File: src/box_average_downscale_defines.svh
// Assertion macros used by the top-level RTL file of the block.
`ifndef BOX_AVERAGE_DOWNSCALE_DEFINES_SVH
`define BOX_AVERAGE_DOWNSCALE_DEFINES_SVH

// Implication checked on every rising clock edge outside reset.
`define BAD_ASSERT_IMP(lbl, clk, rstn, a, c) \
  lbl: assert property (@(posedge clk) disable iff (!rstn) (a) |-> (c)) \
    else $error("assertion failed");

// Next-cycle implication checked outside reset.
`define BAD_ASSERT_NEXT(lbl, clk, rstn, a, c) \
  lbl: assert property (@(posedge clk) disable iff (!rstn) (a) |=> (c)) \
    else $error("assertion failed");

`endif

File: src/bad_pkg.sv
// Package with the constants, state codes and types of the downscaler.
`default_nettype none
package bad_pkg;
  localparam int unsigned MaxThumb = 64;
  localparam int unsigned MaxDim = 4096;

  localparam logic [3:0] ST_IDLE  = 4'd0;
  localparam logic [3:0] ST_CROW  = 4'd1;
  localparam logic [3:0] ST_CCOL  = 4'd2;
  localparam logic [3:0] ST_NROW  = 4'd3;
  localparam logic [3:0] ST_ACC   = 4'd4;
  localparam logic [3:0] ST_ERD   = 4'd5;
  localparam logic [3:0] ST_EDIV  = 4'd6;
  localparam logic [3:0] ST_EOUT  = 4'd7;
  localparam logic [3:0] ST_CLR   = 4'd8;
  localparam logic [3:0] ST_ELAT  = 4'd9;

  localparam logic [1:0] REG_WIDTH  = 2'd0;
  localparam logic [1:0] REG_HEIGHT = 2'd1;
  localparam logic [1:0] REG_THUMB  = 2'd2;
  localparam logic [1:0] REG_COMPS  = 2'd3;

  typedef struct packed {
    logic        start;
    logic [19:0] dividend;
    logic [12:0] divisor;
  } div_req_t;

  typedef struct packed {
    logic        done;
    logic [31:0] quotient;
  } div_rsp_t;
endpackage
`default_nettype wire

File: src/bad_div.sv
// Shared restoring divider, one quotient bit per cycle.
`default_nettype none
module bad_div (
  input  wire logic              clk_i,
  input  wire logic              rst_ni,
  input  wire bad_pkg::div_req_t req_i,
  input  wire logic [31:0]       wide_dividend_i,
  input  wire logic [24:0]       wide_divisor_i,
  input  wire logic              wide_i,
  output      bad_pkg::div_rsp_t rsp_o
);
  import bad_pkg::*;
  logic [31:0] quo_q, quo_d;
  logic [24:0] rem_q, rem_d, dvs_q, dvs_d;
  logic [5:0]  cnt_q, cnt_d;
  logic        busy_q, busy_d, done_q, done_d;
  logic [25:0] trial;

  always_comb begin
    quo_d = quo_q; rem_d = rem_q; dvs_d = dvs_q; cnt_d = cnt_q;
    busy_d = busy_q; done_d = 1'b0;
    trial = {rem_q, quo_q[31]};
    if (req_i.start) begin
      quo_d = wide_i ? wide_dividend_i : {12'd0, req_i.dividend};
      dvs_d = wide_i ? wide_divisor_i : {12'd0, req_i.divisor};
      rem_d = '0; cnt_d = 6'd32; busy_d = 1'b1;
    end else if (busy_q) begin
      quo_d = {quo_q[30:0], 1'b0};
      if (trial >= {1'b0, dvs_q}) begin
        rem_d = 25'(trial - {1'b0, dvs_q});
        quo_d[0] = 1'b1;
      end else begin
        rem_d = trial[24:0];
      end
      cnt_d = cnt_q - 6'd1;
      if (cnt_q == 6'd1) begin
        busy_d = 1'b0; done_d = 1'b1;
      end
    end
  end

  always_ff @(posedge clk_i or negedge rst_ni) begin
    if (!rst_ni) begin
      busy_q <= 1'b0; done_q <= 1'b0; cnt_q <= '0;
    end else begin
      busy_q <= busy_d; done_q <= done_d; cnt_q <= cnt_d;
    end
  end

  always_ff @(posedge clk_i) begin
    quo_q <= quo_d; rem_q <= rem_d; dvs_q <= dvs_d;
  end

  assign rsp_o.done = done_q;
  assign rsp_o.quotient = quo_q;
endmodule
`default_nettype wire

File: config.mk
export PLATFORM = sky130hd
export DESIGN_NAME = bad_div
export DESIGN_NICKNAME = d
export VERILOG_FILES = /design/src/box_average_downscale_defines.svh /design/src/bad_pkg.sv /design/src/bad_div.sv
export SDC_FILE = /design/constraint.sdc
export NUM_CORES = 1
export LEC_CHECK = 0
export BUFFER_PORTS_ARGS = -buffer_cell sky130_fd_sc_hd__buf_2
export CORE_ASPECT_RATIO = 0.75
export CORE_MARGIN = 1
export CORE_UTILIZATION = 54
export DETAILED_ROUTE_END_ITERATION = 7
export HOLD_SLACK_MARGIN = 0.03
export PLACE_DENSITY = 0.8
export SLEW_MARGIN = 20
export SYNTH_ARGS = -nofsm -noshare
export SYNTH_HDL_FRONTEND = slang
export SYNTH_SLANG_ARGS = --single-unit
File: constraint.sdc
create_clock -name clk_i -period 3.6 [get_ports clk_i]
set_input_delay 0.72 -clock clk_i [delete_from_list [all_inputs] [get_ports clk_i]]
set_output_delay 0.72 -clock clk_i [all_outputs]
set_load 0.01 [all_outputs]
Yosys cells after proc, flatten, opt, wreduce, memory -nomap -nowiden
Cells that the tools add are included.

Memory bits (read-only): 0. Memory bits (writable): 0. Word-level logic and storage cells: 26. Memories kept: 0. Latch bits: 0. Register bits: 90. Output and inout bits: 33.

Add/subtract/negate cells: 2. Shift-type cells: 0. Divide/modulo/power cells: 0. Multipliers: 0. Eq/ne operators: 1. Reduce and logical (&&, ||, !) cells: 1. Bitwise gates (word level): 0. Mux-type cells: 14. Magnitude comparators: 1.

Operators by type and width (count): two-way mux 32 bit (3); greater-or-equal comparator 26 x 25 -> 1 bit (1); two-way mux 25 bit (1); subtractor 25 bit (1); two-way mux 13 bit (1); two-way mux 6 bit (2); two-way mux 1 bit (7); equality test 6 x 1 -> 1 bit, second input constant (1); subtractor 6 x 1 -> 6 bit, second input constant (1); nonzero test 2 bit (1).

Longest topological paths before layout
Word-level depth: 4. Depth in mapped cells: 14. Gate-level depth less buffers: 12.

Worst setup path after synthesis
Ideal clock, no wire load.

Path kind: register to register. Start: register quo_q[31]. End: register rem_q[21]. Cell stages (with the launch flop): 14. Setup time: 88 ps. Slack: 842 ps. Arrival time: 2670 ps. Period minus slack after synthesis: 2758 ps. Data required time: 3512 ps. Cell sequence: edfxtp_1 inv_1 ha_1 inv_1 fa_1 a21o_1 a221oi_2 or3_4 a21o_1 a21o_1 and2b_1 buf_2 nand2_1 a311oi_2.

Word-level cells in the longest chain between the ends: 2.

RTL lines: start, declared (line bad_div.sv:13) `logic [31:0] quo_q, quo_d;`; start signal, assigned (line bad_div.sv:51) `quo_q <= quo_d; rem_q <= rem_d; dvs_q <= dvs_d;`; subtractor 25 bit or greater-or-equal comparator 26 x 25 -> 1 bit (tied branches) (line bad_div.sv:30, bad_div.sv:29); two-way mux 25 bit (*) (line bad_div.sv:29) `if (trial >= {1'b0, dvs_q}) begin`; end signal, assigned (line bad_div.sv:51); end, declared (line bad_div.sv:14) `logic [24:0] rem_q, rem_d, dvs_q, dvs_d;`.

Mark *: on every way between the ends. The rest lies on a longest branch, timed or not. A chain may end at the register's enable or synchronous reset.

Final worst setup path
Ends and elaborated chain as after synthesis.

==> out/metrics.yaml <==
die_width_um: 117.2
netlist_top_cells_area: "sky130_fd_sc_hd__edfxtp_1 (32%), sky130_fd_sc_hd__dfxtp_1 (9.3%), sky130_fd_sc_hd__ha_1 (6.3%)"
die_height_um: 88.37
detailedRoute.firstIterationViolations: 345
floorplan.rows: 31
antenna_found_initial: 0
crit_path_max_fanout: 14
final_max_slew_viol_count: 0
drt-total-wl_um: 12470
port-buffer-count: 126
asyncSetResetFlopFracSynth_pct: 8.889
fillers: 741
final-hold-violation-count: 0
setup.worst_path.end_class: "flip-flop"
core_area_um2: 9658
cts_root_buf: "sky130_fd_sc_hd__clkbuf_16"
largest_net_degree_at_the_start_of_global_routing: 48
clock_skew_ns: 0.007138
net-switching-power_mw: 1.483
finalWorstPathRequiredPeriod_ns: 3.213
outcome: "completed"
grt_pass1_wl_um: 19820
floorplan.io_pins: 127
synth_largest_area_cell: "sky130_fd_sc_hd__edfxtp_1"
fmaxAchievable_mhz: 311.2
finalNetCount: 813
wl_per_cell_um: 15.06
max_cap_viol_count: 0
cts_tree: "done"
worstHoldPathType: "in2async"
rr_endpoint: "rem_q[21]$_SDFFE_PP0P_"
post_cts_buffers: 0
rsz0062_at_grt: "no"
post_cts_resize_count: 0
number_of_cells_in_the_finished_layout_apart_from_fillers: 828
cts_hold_repair.buffers: 0
cell_type_group_with_the_largest_total_delay_on_the_critical_path: "compound AO/OA/AOI/OAI gates"
final_total_negative_setup_slack_ns: 0
critical_path.startpoint_type: "flip-flop"
syn-instance-count: 572
share_comb_of_total_power_pct: 41.0
syn-mean-instance-area_um2: 9.388
synth_area_um2: 5370
timing_worst_setup_path_type: "reg2reg"
worst_skew_pair.late_latency_ns: 0.35
drcViolationCount: 0
maxSlewHeadroom_pct: 67.00
cp_slowest_stage_delay_ns: 0.42
yosys.cell_types.count: 53
synth_seq_area_share_pct: 44.92
clock-sinks: 90
drtAntennaViolNets: 0
synth_top_flop_cell: "sky130_fd_sc_hd__edfxtp_1"
internal_power_mw: 2.476
ir_drop_mv: 0.3746
pwr-share-clk_pct: 21.4
cts_buffer_depth: 2
aggregate_global_route_resource_usage_pct: 25.17
post-synth-top-count-cell: "sky130_fd_sc_hd__nand2_1"
route.detailed.vias_per_inst: 5.558
remaining_overflow_grt: 0
yosys_warnings: 0
worstRegToRegCells: 13
net_switching_share_of_the_total_power_pct: 37.46
final_design_area_no_fill_um2: 6359
synth.top_cells.by_count: "sky130_fd_sc_hd__nand2_1 (75), sky130_fd_sc_hd__nor2_1 (62), sky130_fd_sc_hd__edfxtp_1 (57)"
grt_pass1_vias: 4172
rr_startpoint: "quo_q[31]$_DFFE_PP_"
syn_to_final_growth_pct: 18.41
dr_total_vias: 4602
worstMarginPinSlew_ns: 0.4881
rrSetupSlack_ns: 0.39
leakage_nw: 2.815
detail_route.first_pass.iterations: 5
cts_inserted_buffers: 9
critical_path.n_buffers_inverters: 3
cell_type_of_the_slowest_stage_on_the_worst_timing_path: "sky130_fd_sc_hd__edfxtp_1"
place.detailed.instances: 812
crit_required_ns: 3.79
finalCritPeriodShare_pct: 89.26
die_area_um2: 10350
most_used_cell_cp: "sky130_fd_sc_hd__a21o_1"
cp_cell_sequence: "inv_1 > ha_1 > inv_1 > fa_1 > a21o_1 > a221oi_2 > or3_4 > a21o_1 > a21o_1 > nand2b_1 > buf_4 > o21ai_1 > a311oi_2"
proportion_of_netlist_area_held_by_the_largest_area_contributor_pct: 31.87
synth-seq-cells: 90
p_seq_share_pct: 37.6
setup_violations: 0
post_dp_cell_area_um2: 6101
ant_diodes: 0
post-dp-hpwl_um: 9297
cellPowerDensity_nw_per_um2: 622.5
htree_levels: 3
synth_enable_flop_cells: 57
layout-drive-gt1-share_pct: 23.99
place.gp.congestion: 0.8675
clkSlewWorstSetupHoldPaths_ns: 0.06
effective_utilization_at_floorplan_pct: 55.60
worst_ep_arrival_time_ns: 3.41
post_synthesis_net_count: 694
## layout make-up
class / count / area, um^2 / share of cell area (%)
repair buffers: 135 / 700.7 / 11.02
well taps: 132 / 165.2 / 2.597
flip-flops and latches: 90 / 2412 / 37.94
multi-input cells: 410 / 2654 / 41.74
inverters: 45 / 168.9 / 2.656
clock inverters: 4 / 21.27 / 0.3345
clock buffers: 12 / 236.5 / 3.719
## through the flow
stage          hold slack, ns  utilization, %  setup WS [ns]  power (mW)
2_1_floorplan          0.4244               -         0.8420       2.707
3_3_place_gp           0.4694           63.17         0.5906       3.034
3_5_place_dp           0.4764           63.17         0.4274       3.104
4_1_cts                0.2028           65.84         0.4122       3.952
5_1_grt                0.2047           65.84         0.1663       4.227
6_report               0.2018           65.84         0.3867       3.959
## flip-flops by register name (all words and copies together), names as in the netlist
| signal | cells |
|---|---|
| cnt_q | 6 |
| busy_q | 1 |
| rem_q | 25 |
| quo_q | 32 |
| done_q | 1 |
| dvs_q | 25 |
## worst max path at each step
stage                             end  cells after the start           startpoint
2_1_floorplan  rem_q[21]$_SDFFE_PP0P_                     13  quo_q[31]$_DFFE_PP_
3_3_place_gp   rem_q[21]$_SDFFE_PP0P_                     13  quo_q[31]$_DFFE_PP_
3_5_place_dp   rem_q[14]$_SDFFE_PP0P_                     13  quo_q[31]$_DFFE_PP_
4_1_cts        rem_q[21]$_SDFFE_PP0P_                     13  quo_q[31]$_DFFE_PP_
5_1_grt        rem_q[19]$_SDFFE_PP0P_                     13  quo_q[31]$_DFFE_PP_
6_report       rem_q[21]$_SDFFE_PP0P_                     13  quo_q[31]$_DFFE_PP_
## logic make-up (layout without fill, tap and decap cells)
family	Yosys count	count (layout)	synth area share, %
AOI/OAI and AO/OA	127	127	15.17
DFF	90	90	44.92
adders and majority gates	28	28	6.664
xor gates and xnor gates	25	25	4.077
and+or+nand+nor	192	192	16.12
buffers and inverters	72	196	5.661
muxes	38	38	7.386
## cell usage in the layout (no fill, tap or decap), drive strengths merged, types with 3 or more instances in the layout
cell | Yosys | final
mux2i | 25 | 25
inv | 45 | 45
o21a | 4 | 4
o211ai | 5 | 5
dfrtp | 8 | 8
edfxtp | 57 | 57
nand2b | 5 | 5
nand2 | 75 | 75
a311oi | 20 | 20
buf | 8 | 135
o21ai | 32 | 32
nor2 | 62 | 62
nand3 | 5 | 5
nand4 | 6 | 6
a21oi | 46 | 46
clkbuf | 19 | 12
ha | 27 | 27
nor4 | 3 | 3
a211oi | 4 | 4
nor3 | 7 | 7
nor2b | 4 | 4
mux2 | 13 | 13
a21o | 6 | 6
xnor2 | 14 | 14
xor2 | 11 | 11
or3 | 3 | 3
and2 | 14 | 14
clkinv | 0 | 3
dfxtp | 25 | 25
## per-layer routing
layer | global-route usage [%] | vias to the layer above | share of wire (%)
li1 | - | 2261 | -
met1 | 34.26 | 2152 | 45
met2 | 40.91 | 175 | 48
met3 | 6.164 | 14 | 6.5
met4 | 5.524 | 0 | 1.0
met5 | 0 | - | 0
## power groups by stage
stage	Combinational (mW)	Sequential (mW)	Clock, mW
2_1_floorplan	1.21	1.49	0
3_3_place_gp	1.54	1.49	0
3_5_place_dp	1.60	1.50	0
4_1_cts	1.61	1.49	0.856
5_1_grt	1.81	1.52	0.905
6_report	1.62	1.49	0.847
No activity file was read; power rests on OpenSTA's default activity.
